$ cat config.mk
export PLATFORM = sky130hd
export DESIGN_NAME = ucs4_to_utf8_encoder_top
export DESIGN_NICKNAME = d
export VERILOG_FILES = /design/src/design/u2u8_pkg.sv /design/src/design/ucs4_to_utf8_encoder_top.sv /design/src/design/u2u8_queue.sv /design/src/design/u2u8_front.sv /design/src/design/u2u8_back.sv
export SDC_FILE = /design/constraint.sdc
export NUM_CORES = 1
export LEC_CHECK = 0
export BUFFER_PORTS_ARGS = -buffer_cell sky130_fd_sc_hd__buf_2
export CAP_MARGIN = 40
export CELL_PAD_IN_SITES_DETAIL_PLACEMENT = 0
export CELL_PAD_IN_SITES_GLOBAL_PLACEMENT = 1
export CORE_UTILIZATION = 55
export CTS_BUF_LIST = sky130_fd_sc_hd__clkbuf_16
export CTS_CLUSTER_SIZE = 20
export DETAILED_ROUTE_END_ITERATION = 10
export PLACE_DENSITY_LB_ADDON = 0.1
export RECOVER_POWER = 50
export SLEW_MARGIN = 20
export SYNTH_ARGS = -nofsm -noshare
export SYNTH_HDL_FRONTEND = slang
export SYNTH_SLANG_ARGS = --single-unit
$ cat constraint.sdc
create_clock -name clk -period 7.7 [get_ports clk]
set_input_delay 1.54 -clock clk [delete_from_list [all_inputs] [get_ports clk]]
set_output_delay 1.54 -clock clk [all_outputs]
set_load 0.02 [all_outputs]
$ cat src/design/u2u8_pkg.sv
`timescale 1ns / 1ps
`default_nettype none

package u2u8_pkg;

    localparam int COUNT_W = 16;
    localparam int CAP_W   = 16;
    localparam int LEN_W   = 17;
    localparam int CP_W    = 32;
    // Wide enough for both the grown byte count and the capacity.
    localparam int CMP_W   = ((COUNT_W + 1) > CAP_W) ? (COUNT_W + 2) : (CAP_W + 1);
    localparam int QDEPTH  = 4;
    localparam int QPTR_W  = $clog2(QDEPTH);

    localparam logic [CAP_W-1:0] CAP_RESET = CAP_W'(256);

    typedef enum logic [1:0] {
        ST_CHAR    = 2'd0,
        ST_END     = 2'd1,
        ST_TRUNC   = 2'd2,
        ST_INVALID = 2'd3
    } status_t;

    typedef enum logic {
        CMD_CHAR   = 1'b0,
        CMD_SINGLE = 1'b1
    } kind_t;

    // One request handed from the front end to the byte emitter.
    typedef struct packed {
        kind_t             kind;
        logic [CP_W-2:0]   cp;
        logic [2:0]        nbytes;
        logic              bvalid;
        status_t           status;
        logic [LEN_W-1:0]  len;
    } cmd_t;

    // Byte idx (0 = lead) of the n-byte encoding of cp.
    function automatic logic [7:0] utf8_byte(input logic [CP_W-2:0] cp,
                                             input logic [2:0] n,
                                             input logic [2:0] idx);
        logic [2:0]      r;
        logic [CP_W-2:0] sh;
        logic [7:0]      lead;
        logic [7:0]      res;
        r = n - 3'd1 - idx;
        case (r)
            3'd0:    sh = cp;
            3'd1:    sh = cp >> 6;
            3'd2:    sh = cp >> 12;
            3'd3:    sh = cp >> 18;
            3'd4:    sh = cp >> 24;
            3'd5:    sh = cp >> 30;
            default: sh = '0;
        endcase
        case (n)
            3'd2:    lead = 8'hc0;
            3'd3:    lead = 8'he0;
            3'd4:    lead = 8'hf0;
            3'd5:    lead = 8'hf8;
            3'd6:    lead = 8'hfc;
            default: lead = 8'h00;
        endcase
        if (idx == 3'd0)
            res = lead | sh[7:0];
        else
            res = 8'h80 | {2'b00, sh[5:0]};
        return res;
    endfunction

endpackage

`default_nettype wire

$ cat src/design/ucs4_to_utf8_encoder_top.sv
`timescale 1ns / 1ps
`default_nettype none

// UCS-4 to UTF-8 encoder (original six-byte form). The input side takes one code point
// per cycle while its four-entry request queue has room; the output side delivers one
// result per cycle from a registered stage while out_stall is low, so a character gives
// one result per byte (1 to 6), and a terminator, truncation or invalid code point gives
// one. Items of a string that has been stopped produce no result but are still taken
// from the input. Capacity resets to 256 and may only be written while the block is idle.
module ucs4_to_utf8_encoder_top (
    input  wire logic                          clk,
    input  wire logic                          rst_n,
    input  wire logic                          cfg_we,
    input  wire logic [u2u8_pkg::CAP_W-1:0]    cfg_data,
    input  wire logic                          in_valid,
    output logic                               in_stall,
    input  wire logic [u2u8_pkg::CP_W-1:0]     code_point,
    output logic                               out_valid,
    input  wire logic                          out_stall,
    output logic [7:0]                         out_byte,
    output logic                               byte_valid,
    output logic [1:0]                         status,
    output logic [u2u8_pkg::LEN_W-1:0]         length,
    output logic                               last
);
    import u2u8_pkg::*;

    logic q_push;
    logic q_full;
    logic q_pop;
    logic q_not_empty;
    cmd_t q_wdata;
    cmd_t q_head;

    assign in_stall = q_full;

    u2u8_front u_front (
        .clk        (clk),
        .rst_n      (rst_n),
        .cfg_we     (cfg_we),
        .cfg_data   (cfg_data),
        .in_valid   (in_valid),
        .code_point (code_point),
        .q_full     (q_full),
        .q_push     (q_push),
        .q_data     (q_wdata)
    );

    u2u8_queue u_queue (
        .clk        (clk),
        .rst_n      (rst_n),
        .push       (q_push),
        .push_data  (q_wdata),
        .full       (q_full),
        .pop        (q_pop),
        .not_empty  (q_not_empty),
        .head       (q_head)
    );

    u2u8_back u_back (
        .clk         (clk),
        .rst_n       (rst_n),
        .q_not_empty (q_not_empty),
        .q_head      (q_head),
        .q_pop       (q_pop),
        .out_valid   (out_valid),
        .out_stall   (out_stall),
        .out_byte    (out_byte),
        .byte_valid  (byte_valid),
        .status      (status),
        .length      (length),
        .last        (last)
    );

endmodule

`default_nettype wire

$ cat src/design/u2u8_queue.sv
`timescale 1ns / 1ps
`default_nettype none

module u2u8_queue (
    input  wire logic           clk,
    input  wire logic           rst_n,
    input  wire logic           push,
    input  wire u2u8_pkg::cmd_t push_data,
    output logic                full,
    input  wire logic           pop,
    output logic                not_empty,
    output u2u8_pkg::cmd_t      head
);
    import u2u8_pkg::*;

    cmd_t              mem [QDEPTH];
    logic [QPTR_W-1:0] wr_ptr_reg, wr_ptr_next;
    logic [QPTR_W-1:0] rd_ptr_reg, rd_ptr_next;
    logic [QPTR_W:0]   count_reg, count_next;

    assign full      = (count_reg == (QPTR_W+1)'(QDEPTH));
    assign not_empty = (count_reg != '0);
    assign head      = mem[rd_ptr_reg];

    always_comb
    begin
        wr_ptr_next = push ? wr_ptr_reg + 1'b1 : wr_ptr_reg;
        rd_ptr_next = pop  ? rd_ptr_reg + 1'b1 : rd_ptr_reg;
        count_next  = count_reg;
        if (push && !pop)
            count_next = count_reg + 1'b1;
        else if (pop && !push)
            count_next = count_reg - 1'b1;
    end

    always_ff @(posedge clk or negedge rst_n)
    begin
        if (!rst_n)
        begin
            wr_ptr_reg <= '0;
            rd_ptr_reg <= '0;
            count_reg  <= '0;
        end
        else
        begin
            wr_ptr_reg <= wr_ptr_next;
            rd_ptr_reg <= rd_ptr_next;
            count_reg  <= count_next;
        end
    end

    always_ff @(posedge clk)
    begin
        if (push)
            mem[wr_ptr_reg] <= push_data;
    end

endmodule

`default_nettype wire

$ cat src/design/u2u8_front.sv
`timescale 1ns / 1ps
`default_nettype none

module u2u8_front (
    input  wire logic                          clk,
    input  wire logic                          rst_n,
    input  wire logic                          cfg_we,
    input  wire logic [u2u8_pkg::CAP_W-1:0]    cfg_data,
    input  wire logic                          in_valid,
    input  wire logic [u2u8_pkg::CP_W-1:0]     code_point,
    input  wire logic                          q_full,
    output logic                               q_push,
    output u2u8_pkg::cmd_t                     q_data
);
    import u2u8_pkg::*;

    logic [CAP_W-1:0]   capacity_reg;
    logic [COUNT_W-1:0] bw_reg, bw_next;
    logic               stopped_reg, stopped_next;

    logic               accept;
    logic [2:0]         n;
    logic [COUNT_W:0]   sum;
    logic [CMP_W-1:0]   sum_p1_ext;
    logic [CMP_W-1:0]   cap_ext;
    logic [CMP_W-1:0]   bw_ext;

    assign accept     = in_valid && !q_full;
    assign sum        = {1'b0, bw_reg} + (COUNT_W+1)'(n);
    assign sum_p1_ext = CMP_W'(sum) + CMP_W'(1);
    assign cap_ext    = CMP_W'(capacity_reg);
    assign bw_ext     = CMP_W'(bw_reg);

    always_comb
    begin
        if (code_point < 32'h80)
            n = 3'd1;
        else if (code_point < 32'h800)
            n = 3'd2;
        else if (code_point < 32'h10000)
            n = 3'd3;
        else if (code_point < 32'h200000)
            n = 3'd4;
        else if (code_point < 32'h4000000)
            n = 3'd5;
        else
            n = 3'd6;
    end

    always_comb
    begin
        bw_next        = bw_reg;
        stopped_next   = stopped_reg;
        q_push         = 1'b0;
        q_data.kind    = CMD_SINGLE;
        q_data.cp      = code_point[CP_W-2:0];
        q_data.nbytes  = n;
        q_data.bvalid  = 1'b0;
        q_data.status  = ST_END;
        q_data.len     = '0;
        if (accept)
        begin
            if (code_point == '0)
            begin
                bw_next      = '0;
                stopped_next = 1'b0;
                q_push       = !stopped_reg;
                if (bw_ext < cap_ext)
                begin
                    q_data.bvalid = 1'b1;
                    q_data.len    = LEN_W'(bw_reg);
                end
                else if (bw_reg != '0)
                begin
                    q_data.status = ST_TRUNC;
                    q_data.len    = LEN_W'(bw_reg);
                end
            end
            else if (!stopped_reg)
            begin
                q_push = 1'b1;
                if (code_point[CP_W-1])
                begin
                    stopped_next  = 1'b1;
                    q_data.status = ST_INVALID;
                end
                else if (sum_p1_ext > cap_ext || sum[COUNT_W])
                begin
                    // The character plus the NUL does not fit, or the count would wrap.
                    stopped_next  = 1'b1;
                    q_data.status = ST_TRUNC;
                    q_data.len    = LEN_W'(sum);
                end
                else
                begin
                    bw_next       = sum[COUNT_W-1:0];
                    q_data.kind   = CMD_CHAR;
                    q_data.bvalid = 1'b1;
                    q_data.status = ST_CHAR;
                end
            end
        end
    end

    always_ff @(posedge clk or negedge rst_n)
    begin
        if (!rst_n)
        begin
            capacity_reg <= CAP_RESET;
            bw_reg       <= '0;
            stopped_reg  <= 1'b0;
        end
        else
        begin
            if (cfg_we)
                capacity_reg <= cfg_data;
            bw_reg      <= bw_next;
            stopped_reg <= stopped_next;
        end
    end

endmodule

`default_nettype wire

$ cat src/design/u2u8_back.sv
`timescale 1ns / 1ps
`default_nettype none

module u2u8_back (
    input  wire logic                          clk,
    input  wire logic                          rst_n,
    input  wire logic                          q_not_empty,
    input  wire u2u8_pkg::cmd_t                q_head,
    output logic                               q_pop,
    output logic                               out_valid,
    input  wire logic                          out_stall,
    output logic [7:0]                         out_byte,
    output logic                               byte_valid,
    output logic [1:0]                         status,
    output logic [u2u8_pkg::LEN_W-1:0]         length,
    output logic                               last
);
    import u2u8_pkg::*;

    logic [2:0]       idx_reg, idx_next;
    logic             out_valid_reg, out_valid_next;
    logic [7:0]       byte_reg;
    logic             bvalid_reg;
    status_t          status_reg;
    logic [LEN_W-1:0] len_reg;
    logic             last_reg;

    logic             emit;
    logic             is_last;

    assign emit    = q_not_empty && (!out_valid_reg || !out_stall);
    assign is_last = (q_head.kind == CMD_SINGLE) || (idx_reg == q_head.nbytes - 3'd1);
    assign q_pop   = emit && is_last;

    always_comb
    begin
        idx_next = idx_reg;
        if (emit)
            idx_next = is_last ? 3'd0 : idx_reg + 3'd1;
        if (emit)
            out_valid_next = 1'b1;
        else if (out_stall)
            out_valid_next = out_valid_reg;
        else
            out_valid_next = 1'b0;
    end

    always_ff @(posedge clk or negedge rst_n)
    begin
        if (!rst_n)
        begin
            idx_reg       <= 3'd0;
            out_valid_reg <= 1'b0;
        end
        else
        begin
            idx_reg       <= idx_next;
            out_valid_reg <= out_valid_next;
        end
    end

    always_ff @(posedge clk)
    begin
        if (emit)
        begin
            if (q_head.kind == CMD_CHAR)
                byte_reg <= utf8_byte(q_head.cp, q_head.nbytes, idx_reg);
            else
                byte_reg <= 8'h00;
            bvalid_reg <= q_head.bvalid;
            status_reg <= q_head.status;
            len_reg    <= q_head.len;
            last_reg   <= is_last;
        end
    end

    assign out_valid  = out_valid_reg;
    assign out_byte   = byte_reg;
    assign byte_valid = bvalid_reg;
    assign status     = status_reg;
    assign length     = len_reg;
    assign last       = last_reg;

endmodule

`default_nettype wire

==> results by group <==
Placed design
  – DP Worst Slack: -0.0591 ns
  – Port bufs: 83
  – GPL Wtd Cong: 0.885
  – DP Wirelength: around 20 mm

Drt
  – Detailed-route via count: 7,899
  – Initial drt markers: 589
  – Drt drc: 0
  – Post-DRT Antenna Nets: 0
  – Routed WL: just under 30 mm
  – Avg Vias per Cell: 5.98
  – Per-cell routed wire length: 21.9 um
  – DR pass1 iterations: 5

Critical path
  – Worst path arrival time: 7.49 ns
  – Setup CP Type: in -> reg
  – Reg2Reg Depth: 12
  – Max incr delay on CP: 0.61 ns
  – Crit end category: flip-flop
  – R2r startpoint: u_queue.rd_ptr_reg[0]
  – Flop2flop setup slack: between 1 and 1.5 ns
  – Startpoint types: input port
  – R2r endpoint: u_queue.count_reg[2]
  – Max stage delay cell, worst path: or4_1
  – Cell Chain, Critical Path: clkbuf_1, or4_1, nor2_1, o21ai_0, a21oi_1, ha_1, fa_1, a21oi_2, or4_1, a32oi_1, and3_1, xnor2_1, ha_1, nand4_1, a211oi_1, a2111oi_0, buf_4, o31ai_1, a21oi_1, buf_4, o22a_1, nor3_1, a221o_1
  – CP required: 7.97 ns
  – Crit Path Max Fanout: 11

Clock tree
  – Clock sink count: 293
  – CTS Buf Count: 29
  – Hold buffers post-CTS: 0
  – Root buffer selected by CTS: clkbuf_16
  – CTS tree: built
  – # Post-CTS Setup Buffers: 0
  – Post-CTS resize count: 0
  – Clock transition at path regs: 0.06 ns
  – Clk Latency, worst-skew pair: around 0.55 ns
  – H-tree depth: 1
  – Clock Path Buffers: 3

STA
  – FMAX: roughly 0.14 GHz
  – Final hold slack: just over 0.5 ns
  – Final Hold Viols: 0
  – Final period utilization: a little over nine tenths
  – Fin. max-slew vios: 187
  – Final setup violation count: 0
  – Minimum clock period: 7.22 ns
  – Slew headroom: -65.2%
  – Setup WS post-layout: between 0.4 and 0.5 ns
  – Worst-margin pin slew: 2.48 ns
  – RSZ-0062 raised after global routing: false
  – Final setup skew: 0.0118 ns

Global routing
  – Largest net degree at the start of global routing: 56
  – Congestion Overflow GR: 0
  – First-pass GRT wire length: 45.2 mm
  – Vias in the first global route: 7,952
  – GRT busiest layer: met2
  – Initial antenna violation count: 0
  – Met1 Track Usage GR: 36.8%
  – All-layer global routing usage: 24.4%
  – Routing usage on met2: 38.7%
  – Met3 usage: between 3 and 4%

Worst hold path
  – Hold_sp: u_queue.count_reg[2]
  – Worst Hold End: u_queue.count_reg[2]
  – Worst hold path stage count: 1
  – Hold Crit Class: reg -> reg

Synthesis
  – Mapped cell area: ~13,000 um^2
  – Primary FF master, synth: edfxtp_1
  – FF+latch count, synth: just under 300
  – Syn. warnings: 0
  – Mapped Nets: 983
  – Post-synth EDFFs: about 250
  – Mapped Cells: 878
  – Asr flop ratio synth: 15.0%
  – Yosys cell types: 71
  – Avg Inst Size Synth: around 15 um^2
  – Sequential area share after synthesis: 64.4%

Layout
  – Nets: approximately 1,100
  – Commonest non-fill, non-tap cell in the layout: edfxtp_1
  – Ant. Diodes: 0
  – Share of layout cells above drive strength 1: approximately 16%
  – Top reg by flops: u_queue.mem
  – Max reg flops: 220
  – Commonest cells after routing, fill and taps aside: edfxtp_1 (249), nand2_1 (73), clkbuf_1 (69)
  – Layout Area Growth over Synthesis: 12.5%

Die
  – Die W: between 150 and 200 um
  – Core outline area: roughly 24,000 um^2
  – Die height: 158 um
  – I/O pin cnt: 84
  – Initial Util: a little under three fifths
  – Placement Rows: 56
  – Die Area: 24,800 um^2

Run status
  – Failing checks: capacitance limit, slew limit
  – Status: finished, violations left

Flow run
  – Max cap viols: 6

Power
  – LEAKAGE: 0.00531 uW
  – Pwr per Cell Area: approximately 350 nW/um^2
  – Worst VDD drop: 0.000254 V
[synth_stat cells, types with 9 or more instances]
library cell / n / area share (%)
a21oi_1: 17 / 0.64
edfxtp_1: 249 / 56
clkbuf_1: 21 / 0.59
mux4_2: 56 / 9.5
a21o_1: 10 / 0.56
dfrtp_1: 43 / 8.1
o21ai_0: 42 / 1.6
nor3_1: 18 / 0.68
ha_1: 49 / 4.6
nand4_1: 9 / 0.42
nand3_1: 28 / 1.1
xor2_1: 11 / 0.72
xnor2_1: 18 / 1.2
nand2_1: 73 / 2.1
inv_1: 32 / 0.90
nor2_1: 41 / 1.2
and2_1: 10 / 0.47
[worst max-delay path by stage]
stage,startpoint,to,depth (start not counted)
finish,code_point[19],u_queue.mem[0][10],23
global route,code_point[19],u_queue.mem[0][10],24
CTS,code_point[19],u_queue.mem[0][10],23
detailed placement,code_point[19],u_queue.mem[1][10],23
global placement,code_point[25],u_queue.mem[0][10],24
floorplan,code_point[19],u_queue.mem[0][18],22
[cells by family (layout without fill, tap and decap cells)]
logic type,count (synthesis),after routing,synth area share [%]
buf+inv,73,197,2.38
mux,67,67,10.3
fa+ha+maj,52,52,5.06
simple gates,229,229,8.74
flops,293,293,64.4
xor+xnor,29,29,1.91
compound gates,135,135,7.13
[worst max-delay path: cells and delay by family]
kind	cells	cell delay, ns
fa+ha+maj	3	1.01
compound gates	10	2.44
xor+xnor	1	0.16
buf+inv	3	0.53
simple gates	6	1.82
[area by class of cell]
cell class / instances / area (um^2)
clock buffer: 29 / 726
sequential: 293 / 8580
fill: 1778 / 8640
inverter: 34 / 130
multi-input combinational: 512 / 4430
timing repair buffer: 112 / 592
tap: 319 / 399
clock inverter: 22 / 113
[stage by stage]
stage	util (%)	instance area, um^2	TNS (ns)	std cells	total power [uW]
after global routing	63.4	15000	0	1321	5500
after detailed placement	60.1	14200	-0.655	1267	4020
final	63.4	15000	0	1321	5200
after global placement	59.9	14100	0	1265	3970
after CTS	63.6	15000	0	1318	5270
after floorplan	-	13300	0	878	3440
[power by group]
part	leakage [uW]	total (uW)	switching (uW)	internal, uW
logic	0.00202	1800	1060	746
registers	0.00285	2160	178	1980
clock network	0.000436	1240	562	682
[per-layer routing]
metal | wire, um | share of wire [%]
met5 | 0 | 0
met4 | 329 | 1.1
met3 | 1470 | 5.1
met2 | 13400 | 46
met1 | 13800 | 47
Power figures use the tool's default switching activity.
